<file path="src/rtl/hmt_pkg.sv">
// Package for the heartbeat membership table: word types, sizes and codes.
// No dependencies.
package hmt_pkg;

    localparam int MaxMembers = 32;
    localparam int IdxW = $clog2(MaxMembers);
    localparam int CntW = $clog2(MaxMembers + 1);

    localparam logic [15:0] FailTimeoutReset = 16'd5;
    localparam logic [15:0] RemoveTimeoutReset = 16'd20;

    localparam logic CfgFailTimeout = 1'b0;
    localparam logic CfgRemoveTimeout = 1'b1;

    localparam logic KindUpdate = 1'b0;
    localparam logic KindSweep = 1'b1;

    typedef struct packed {
        logic        kind;
        logic [31:0] member_id;
        logic [15:0] member_port;
        logic [31:0] member_heartbeat;
        logic [31:0] now;
    } in_word_t;

    typedef struct packed {
        logic        added;
        logic        table_full;
        logic        removed_valid;
        logic [31:0] removed_id;
        logic [15:0] removed_port;
        logic [5:0]  failed_count;
        logic        last;
    } out_word_t;

    typedef struct packed {
        logic [31:0] node;
        logic [15:0] port_no;
        logic [31:0] beat;
        logic [31:0] stamp;
    } entry_t;

    typedef enum logic [2:0] {
        ST_IDLE,
        ST_SCAN,
        ST_UPD_DONE,
        ST_OUT,
        ST_SUMMARY
    } state_t;

endpackage

</file>
<file path="src/rtl/heartbeat_membership_table.sv">
// Heartbeat membership table: 32-entry member table with update and timeout sweep.
// An item walks all entries through a registered-read memory, one entry per cycle while no removal word waits.
// An update gives one result word; a sweep gives a word per removed member, then a summary.
// One item at a time; the next is taken once the last word has been delivered.
// Reset (synchronous, active low) clears all valid marks and restores the timeouts.
module heartbeat_membership_table (
    input  logic              aclk,
    input  logic              aresetn,
    input  logic              cfg_we,
    input  logic              cfg_index,
    input  logic [15:0]       cfg_data,
    input  logic              s_valid,
    output logic              s_ready,
    input  hmt_pkg::in_word_t s_data,
    output logic              m_valid,
    input  logic              m_ready,
    output hmt_pkg::out_word_t m_data
);
    import hmt_pkg::*;

    logic [15:0] fail_to_reg, remove_to_reg;
    logic [MaxMembers-1:0] valid_reg, valid_next;
    state_t state_reg, state_next;
    in_word_t item_reg, item_next;
    logic [CntW-1:0] idx_reg, idx_next;
    logic [IdxW-1:0] rd_idx_reg;
    logic rd_en_reg;
    logic hit_reg, hit_next, free_reg, free_next;
    logic [IdxW-1:0] hit_idx_reg, hit_idx_next, free_idx_reg, free_idx_next;
    logic [5:0] failed_reg, failed_next;
    out_word_t out_reg, out_next;
    logic m_valid_reg, m_valid_next;
    logic [CntW-1:0] fetch_idx;
    logic fetch_en;
    logic we;
    logic [IdxW-1:0] waddr;
    entry_t wdata, rdata;
    logic [31:0] idle;

    hmt_entry_ram u_ram (
        .aclk(aclk), .we(we), .waddr(waddr), .wdata(wdata),
        .raddr(fetch_idx[IdxW-1:0]), .rdata(rdata)
    );

    assign s_ready = (state_reg == ST_IDLE) && !m_valid_reg;
    assign m_valid = m_valid_reg;
    assign m_data = out_reg;
    assign idle = item_reg.now - rdata.stamp;

    always_ff @(posedge aclk) begin
        if (!aresetn) begin
            fail_to_reg <= FailTimeoutReset;
            remove_to_reg <= RemoveTimeoutReset;
            valid_reg <= '0;
            state_reg <= ST_IDLE;
            m_valid_reg <= 1'b0;
            rd_en_reg <= 1'b0;
        end else begin
            if (cfg_we) begin
                unique case (cfg_index)
                    CfgFailTimeout: fail_to_reg <= cfg_data;
                    CfgRemoveTimeout: remove_to_reg <= cfg_data;
                endcase
            end
            valid_reg <= valid_next;
            state_reg <= state_next;
            m_valid_reg <= m_valid_next;
            rd_en_reg <= fetch_en;
        end
        item_reg <= item_next;
        idx_reg <= idx_next;
        rd_idx_reg <= fetch_idx[IdxW-1:0];
        hit_reg <= hit_next;
        free_reg <= free_next;
        hit_idx_reg <= hit_idx_next;
        free_idx_reg <= free_idx_next;
        failed_reg <= failed_next;
        out_reg <= out_next;
    end

    always_comb begin
        state_next = state_reg;
        valid_next = valid_reg;
        item_next = item_reg;
        idx_next = idx_reg;
        hit_next = hit_reg;
        free_next = free_reg;
        hit_idx_next = hit_idx_reg;
        free_idx_next = free_idx_reg;
        failed_next = failed_reg;
        out_next = out_reg;
        m_valid_next = m_valid_reg && !m_ready;
        fetch_idx = idx_reg;
        fetch_en = 1'b0;
        we = 1'b0;
        waddr = hit_idx_reg;
        wdata = '{node: item_reg.member_id, port_no: item_reg.member_port,
                  beat: item_reg.member_heartbeat, stamp: item_reg.now};
        unique case (state_reg)
            ST_IDLE: begin
                if (s_valid && s_ready) begin
                    item_next = s_data;
                    idx_next = '0;
                    hit_next = 1'b0;
                    free_next = 1'b0;
                    failed_next = '0;
                    state_next = ST_SCAN;
                end
            end
            ST_SCAN: begin
                // Issue the read for idx_reg; evaluate the entry fetched last cycle.
                if (idx_reg < CntW'(MaxMembers)) begin
                    fetch_en = 1'b1;
                    idx_next = idx_reg + 1'b1;
                end
                if (rd_en_reg && valid_reg[rd_idx_reg]) begin
                    if (item_reg.kind == KindUpdate) begin
                        if (!hit_reg && rdata.node == item_reg.member_id
                                && rdata.port_no == item_reg.member_port) begin
                            hit_next = 1'b1;
                            hit_idx_next = rd_idx_reg;
                            if (rdata.beat < item_reg.member_heartbeat) begin
                                we = 1'b1;
                                waddr = rd_idx_reg;
                                wdata.node = rdata.node;
                                wdata.port_no = rdata.port_no;
                            end
                        end
                    end else if (idle >= {16'd0, fail_to_reg}) begin
                        failed_next = failed_reg + 1'b1;
                        if (idle >= {16'd0, remove_to_reg}) begin
                            valid_next[rd_idx_reg] = 1'b0;
                            idx_next = idx_reg;
                            out_next = '0;
                            out_next.removed_valid = 1'b1;
                            out_next.removed_id = rdata.node;
                            out_next.removed_port = rdata.port_no;
                            m_valid_next = 1'b1;
                            state_next = ST_OUT;
                        end
                    end
                end else if (rd_en_reg && !free_reg) begin
                    free_next = 1'b1;
                    free_idx_next = rd_idx_reg;
                end
                if (!fetch_en && state_next == ST_SCAN) begin
                    state_next = (item_reg.kind == KindUpdate) ? ST_UPD_DONE : ST_SUMMARY;
                end
            end
            ST_OUT: begin
                // Hold the walk until the removal word is taken, then refetch.
                if (!m_valid_reg || m_ready) begin
                    m_valid_next = 1'b0;
                    state_next = ST_SCAN;
                end
            end
            ST_UPD_DONE: begin
                if (!m_valid_reg || m_ready) begin
                    out_next = '0;
                    out_next.last = 1'b1;
                    if (!hit_reg) begin
                        if (free_reg) begin
                            we = 1'b1;
                            waddr = free_idx_reg;
                            valid_next[free_idx_reg] = 1'b1;
                            out_next.added = 1'b1;
                        end else begin
                            out_next.table_full = 1'b1;
                        end
                    end
                    m_valid_next = 1'b1;
                    state_next = ST_IDLE;
                end
            end
            ST_SUMMARY: begin
                if (!m_valid_reg || m_ready) begin
                    out_next = '0;
                    out_next.failed_count = failed_reg;
                    out_next.last = 1'b1;
                    m_valid_next = 1'b1;
                    state_next = ST_IDLE;
                end
            end
            default: state_next = ST_IDLE;
        endcase
    end

endmodule

</file>
<file path="src/rtl/hmt_entry_ram.sv">
// Entry memory of the membership table: one write port, one registered read port.
// Depends on hmt_pkg.
module hmt_entry_ram (
    input  logic                 aclk,
    input  logic                 we,
    input  logic [hmt_pkg::IdxW-1:0] waddr,
    input  hmt_pkg::entry_t      wdata,
    input  logic [hmt_pkg::IdxW-1:0] raddr,
    output hmt_pkg::entry_t      rdata
);
    import hmt_pkg::*;

    entry_t mem [MaxMembers];

    always_ff @(posedge aclk) begin
        if (we) begin
            mem[waddr] <= wdata;
        end
        rdata <= mem[raddr];
    end

endmodule

</file>
<file path="config.mk">
export PLATFORM = sky130hd
export DESIGN_NAME = heartbeat_membership_table
export DESIGN_NICKNAME = d
export VERILOG_FILES = /design/src/rtl/hmt_pkg.sv /design/src/rtl/heartbeat_membership_table.sv /design/src/rtl/hmt_entry_ram.sv
export SDC_FILE = /design/constraint.sdc
export NUM_CORES = 2
export LEC_CHECK = 0
export ABC_AREA = 0
export BUFFER_PORTS_ARGS = -buffer_cell sky130_fd_sc_hd__buf_4
export CAP_MARGIN = 15
export CORE_UTILIZATION = 60
export CTS_CLUSTER_DIAMETER = 80
export CTS_CLUSTER_SIZE = 8
export DETAILED_ROUTE_END_ITERATION = 8
export GPL_TIMING_DRIVEN = 1
export PLACE_DENSITY = 0.76
export SLEW_MARGIN = 20
export SYNTH_ARGS = -nofsm -noshare
export SYNTH_HDL_FRONTEND = slang
export SYNTH_SLANG_ARGS = --single-unit
</file>
<file path="constraint.sdc">
create_clock -name aclk -period 15.35 [get_ports aclk]
set_input_delay 1.535 -clock aclk [delete_from_list [all_inputs] [get_ports aclk]]
set_output_delay 1.535 -clock aclk [all_outputs]
set_load 0.05 [all_outputs]
</file>
======== Word-level counts from Yosys, hierarchy flattened ========
Memories as Yosys holds them, arrays and structs flattened. A register that Yosys moved wholly into a read port is not among the register bits.
Cells that the tools add are included.
W data, S select, Z words.
operators by class
  $add $sub $neg .......................... 3
  $lt $le $gt $ge ......................... 8
  eq/ne operators ......................... 23
  muxes and demuxes ....................... 85
  bitwise operators ....................... 6
  reduce and logical (&&, ||, !) cells .... 34
operators with widths
  operator               count
  $mux W58               6
  $mux W48               5
  $mux W32               7
  $pmux W58 S3           1
  $ge A32 B16 Y1         2
  $pmux W32 S2           1
  $mux W6                9
  $mux W5                7
  $and A32 B32 Y32       1
  $eq A32 B32 Y1         1
  $lt A32 B32 Y1         1
  $not A32 Y32           1
  $or A32 B32 Y32        1
  $sub A32 B32 Y32       1
  $mux W3                10
  $mux W1                27
  $ne A2 B2 Y1 const B   13
  $pmux W6 S2            2
  $eq A16 B16 Y1         1
  $add A6 B1 Y6 const B  2
  $lt A5 B6 Y1 const B   2
  $pmux W3 S4            1
  $demux W1 S5           2
  $ge A5 B1 Y1 const B   2
  other kinds (25)       53
storage, ports and cells
  register bits after elaboration ......... 269
  bits in writable memories ............... 3584
  input bits .............................. 135
  word-level logic and storage cells ...... 185
  memories ................................ 1
memory list
  memory     words  bits a word  rd ports  clocked after Yosys merged registers in  write ports  line                 source
  u_ram.mem  32     112          1         1                                        1            hmt_entry_ram.sv:13  entry_t mem [MaxMembers];

======== Depth between registers and ports, before layout ========
  word-level depth ........................ 11
  gate-level depth with buffers ........... 21

======== By module ========
A second synthesis with hierarchy kept.
second synthesis, totals
  cell total of the unflattened synthesis .. 7886
  area, all modules ....................... 152501.3 um^2
modules (own cells, without submodules)
  module                      instances  cells each  area an instance (um^2)
  hmt_entry_ram               1          6524        138235.1
  heartbeat_membership_table  1          1362        14266.2

======== Worst setup path after synthesis ========
No wires, ideal clock.
  path kind ............................... register to register
  start ................................... register item_reg[45] (netlist bit)
  end ..................................... memory u_ram.mem[17][0] (netlist bit), enable pin
  setup time .............................. 0.719 ns
  arrival ................................. 10.701 ns
  slack ................................... 3.930 ns
  cell stages (with the launch flop) ...... 16
  path buffers ............................ 3
  period minus slack after synthesis ...... 11.420 ns
  path through ............................ edfxtp_1 > inv_1 > ha_1 > a21o_1 > a21o_1 > a21oi_1 > o22ai_1 > a211oi_1 > a21oi_1 > or4_4 > buf_6 > mux2i_1 > and2_1 > buf_4 > buf_6 > nor3_1
on the way
  word-level cells in the longest chain between the ends .. 8
RTL lines
  element                        line                               source
  start: declaration             heartbeat_membership_table.sv:24   in_word_t item_reg, item_next;
  start signal: assignment       heartbeat_membership_table.sv:70   item_reg <= item_next;
  $lt A32 B32 Y1 *               heartbeat_membership_table.sv:122  if (rdata.beat < item_reg.member_heartbeat) begin
  $mux W1                        heartbeat_membership_table.sv:122
  $mux W1                        heartbeat_membership_table.sv:118  if (!hit_reg && rdata.node == item_reg.member_id
  $mux W1                        heartbeat_membership_table.sv:117  if (item_reg.kind == KindUpdate) begin
  $mux W1                        heartbeat_membership_table.sv:116  if (rd_en_reg && valid_reg[rd_idx_reg]) begin
  $pmux W1 S2                    heartbeat_membership_table.sv:99   unique case (state_reg)
  $mux W1                        hmt_entry_ram.sv:16                if (we) begin
  $mux W1 (implied by the code)  hmt_entry_ram.sv:17                mem[waddr] <= wdata;
  end: declaration               hmt_entry_ram.sv:13
Every way passes the cells marked *; elsewhere a longest branch is shown, timed or not.

======== Worst setup path after layout ========
  start ................................... register item_reg[108] (netlist bit)
  end ..................................... memory u_ram.mem[1][82] (netlist bit), enable pin
on the way
  word-level cells in the longest chain between the ends .. 9
RTL lines
  element                        line                               source
  $eq A32 B32 Y1 *               heartbeat_membership_table.sv:118
  $logic_and A1 B1 Y1 *          heartbeat_membership_table.sv:118
  $logic_and A1 B1 Y1 *          heartbeat_membership_table.sv:119  && rdata.port_no == item_reg.member_port) begin
  $mux W1                        heartbeat_membership_table.sv:118
  $mux W1                        heartbeat_membership_table.sv:117
  $mux W1                        heartbeat_membership_table.sv:116
  $pmux W1 S2                    heartbeat_membership_table.sv:99
  $mux W1                        hmt_entry_ram.sv:16
  $mux W1 (implied by the code)  hmt_entry_ram.sv:17
Marks and branches as above.

==> results.cfg <==
[logic_synthesis]
synth_xor_area_frac = 0.00380
synth_flop_cell = edfxtp_1
ys_ff_latch = 3964
synth_top_family_by_area = multiplexers
yosys-mux-area-fraction = 0.176
synth_area_mm2 = 0.152
synthAdderAreaFrac = 0.00803
syn_inst = 6623
synth_edf_count = 3778
syn_avg_cell_area_um2 = 23.0
synth_compound_area_frac = 0.0142
synth.distinct_cells = 84
yosysWarnings = 0
synthesis.nets = 6855
ys_seq_area_frac = 0.771
ys_async_sr_fraction = 0
synthSimpleGateAreaFrac = 0.0150

[drt]
wirelength_mm = 408
viasPerCell = 7.01
dr_wl_met3_mm = 43.2
highest_layer = met5
drtPass1Iterations = 9
drc_errors = 22
routed-wl-met2_mm = 199
drtIter0Drc = 10700
wl_met1_mm = 145
ant_nets = 0
wl_per_cell_um = 37.2
vias = 76900

[clocking]
clock_latency_ns = 1.03
post_cts_buffers = 0
cts_sinks = 3964
cts_resized = 0
htreeDepth = 6
clock_path_buffers = 4
hold_buffers = 0
root_buffer = clkbuf_16
clk_pin_slew_ns = 0.05
cts_tree = yes
cts_buffers = 579

[timing]
fin_crit_ns = 7.04
whs_ns = 0.467
drv_slew = 0
hold_viol = 0
max_slew.worst_pin.slew_ns = 1.20
rsz0062_at_grt = false
fin_tns_setup_ns = 0
setup_violations = 0
worst_slack_ns = 8.31
clock_skew_ns = 0.0901
final.period_utilization = 0.458
relSlewSlack = 0.203
fmax_mhz = 142

[global_routing]
antenna_found_initial = 21
grt_remaining_overflow = 0
grt_max_degree = 141
grt_pass1_vias = 79100
grt_pass1_wl_mm = 577
grt_usage = 0.322

[finish]
drive_above_1_share = 0.309
largest_reg_flops = 3584
final_cell_mix = 3778 x edfxtp_1, 1128 x mux4_2, 600 x clkbuf_16
syn_to_final_growth_pct = 15.2
final_common_cell = edfxtp_1
nFillCells = 14000
nets = 7497

[critical_path]
rrSetupSlack_ns = 8.31
cp-end-kind = flip-flop
cp_data_arrival_time_ns = 7.64
cp-endpoint = u_ram.mem[1][82]$_DFFE_PP_
reg2reg_from = item_reg[108]$_DFFE_PP_
r2r_cells = 11
critPathKind = reg -> reg
cp.required_ns = 15.96
worstSetupStartpointType = flip-flop
reg2reg_to = u_ram.mem[1][82]$_DFFE_PP_
crit_start = item_reg[108]$_DFFE_PP_
crit_fanout = 48

[power_and_ir_drop]
power_mw = 28.0
ir_drop_v = 0.000114
powerDensity_mw_per_mm2 = 160
leakagePower_nw = 55.8

[place]
dp_hpwl_mm = 197
gp_congestion = 0.878
place_ws_ns = 8.56
port_buffers = 194

[outcome]
status = complete, but fails checks
violations = design-rule violations

[floorplanning]
die_area_mm2 = 0.255
die_w_um = 505
start_util = 0.604
rows = 184
core_mm2 = 0.252
io_pins = 195
die_h_um = 505

[flow_run]
max-cap-violations = 0

[hold_path]
hold_path_class = reg -> reg
==> kinds of logic after synthesis <==
group | after synthesis
AOI/OAI and AO/OA | 319
xor gates and xnor gates | 66
adders and majority gates | 97
buffers and inverters | 481
DFF | 3964
muxes | 1246
and+or+nand+nor | 450
==> where the power goes <==
group	total, mW	internal (mW)	switching [mW]
registers	12.4	12.2	0.238
logic	3.87	1.71	2.16
clock network	11.7	7.20	4.51
==> worst min-delay path by stage <==
| stage | end | cells after the start | startpoint | slack (ns) |
|---|---|---|---|---|
| 6_report | fail_to_reg[6]$_SDFFE_PN0P_ | 2 | fail_to_reg[6]$_SDFFE_PN0P_ | 0.47 |
| 5_1_grt | remove_to_reg[11]$_SDFFE_PN0P_ | 2 | remove_to_reg[11]$_SDFFE_PN0P_ | 0.49 |
| 4_1_cts | fail_to_reg[6]$_SDFFE_PN0P_ | 2 | fail_to_reg[6]$_SDFFE_PN0P_ | 0.47 |
| 3_5_place_dp | fail_to_reg[6]$_SDFFE_PN0P_ | 2 | fail_to_reg[6]$_SDFFE_PN0P_ | 0.46 |
| 3_3_place_gp | fail_to_reg[10]$_SDFFE_PN0P_ | 2 | fail_to_reg[10]$_SDFFE_PN0P_ | 0.45 |
| 2_1_floorplan | rd_idx_reg[4]$_DFF_P_ | 0 | fetch_idx[4]$_SDFFCE_PN0P_ | 0.35 |
==> cell type report <==
| class | count | area (um^2) | area share |
|---|---|---|---|
| flip-flops and latches | 3964 | 117000 | 0.669 |
| well taps | 3348 | 4190 | 0.0239 |
| inverters | 120 | 459 | 0.00262 |
| clock buffers | 901 | 16200 | 0.0923 |
| multi-input cells | 2178 | 33200 | 0.189 |
| clock inverters | 22 | 348 | 0.00199 |
| repair buffers | 422 | 3540 | 0.0202 |
| diodes | 9 | 22.5 | 0.000129 |
==> critical path: stages (launching register included) <==
cell and delay (ns):
edfxtp_1 0.95, xor2_1 0.53, nor4_1 0.38, nand4_1 0.15
nor3_1 0.62, nand3_2 0.42, nor3_2 0.60, o221a_2 0.32
nand3_1 0.38, nor3_2 0.55, buf_4 0.76, buf_4 0.81
==> metrics by stage <==
step / cells / instance area (um^2) / util
floorplan: 6623 / 152000 / -
global placement: 10000 / 158000 / 0.629
detailed placement: 10000 / 158000 / 0.629
CTS: 10900 / 175000 / 0.694
global route: 11000 / 175000 / 0.696
finish: 11000 / 175000 / 0.696
==> cells in the mapped netlist (4+ instances only) <==
library cell,number,share of area
edfxtp_1,3778,0.75
mux4_2,1128,0.17
clkbuf_1,298,0.0074
dfxtp_1,186,0.024
nand2_1,133,0.0033
inv_1,118,0.0029
mux2_2,112,0.0083
ha_1,96,0.0079
nor2_1,74,0.0018
and2_1,64,0.0026
o21ai_0,62,0.0020
buf_1,55,0.0014
nor3_1,50,0.0016
a21oi_1,47,0.0015
a21o_1,37,0.0018
a31oi_1,37,0.0015
a21boi_0,33,0.0016
xnor2_1,33,0.0019
xor2_1,33,0.0019
nand4_1,23,0.00095
nand3_1,20,0.00066
o21a_1,14,0.00069
a211oi_1,12,0.00059
nor2b_1,12,0.00049
nor4_1,11,0.00045
o211ai_1,11,0.00054
and3_1,10,0.00041
nand2b_1,10,0.00041
nor3b_1,8,0.00040
or3_1,7,0.00029
mux2i_1,6,0.00040
or2_2,6,0.00025
a22oi_1,5,0.00025
and4_1,5,0.00029
buf_6,5,0.00037
o22ai_1,5,0.00021
a211o_1,4,0.00023
a21oi_2,4,0.00023
a221oi_1,4,0.00023
o2111ai_1,4,0.00023
==> routing by layer <==
| metal | track usage | vias up |
|---|---|---|
| li1 | - | 29200 |
| met3 | 0.0672 | 1105 |
| met5 | 0 | - |
| met2 | 0.513 | 6079 |
| met4 | 0.150 | 8 |
| met1 | 0.433 | 40500 |
No activity file was read; power rests on OpenSTA's default activity.
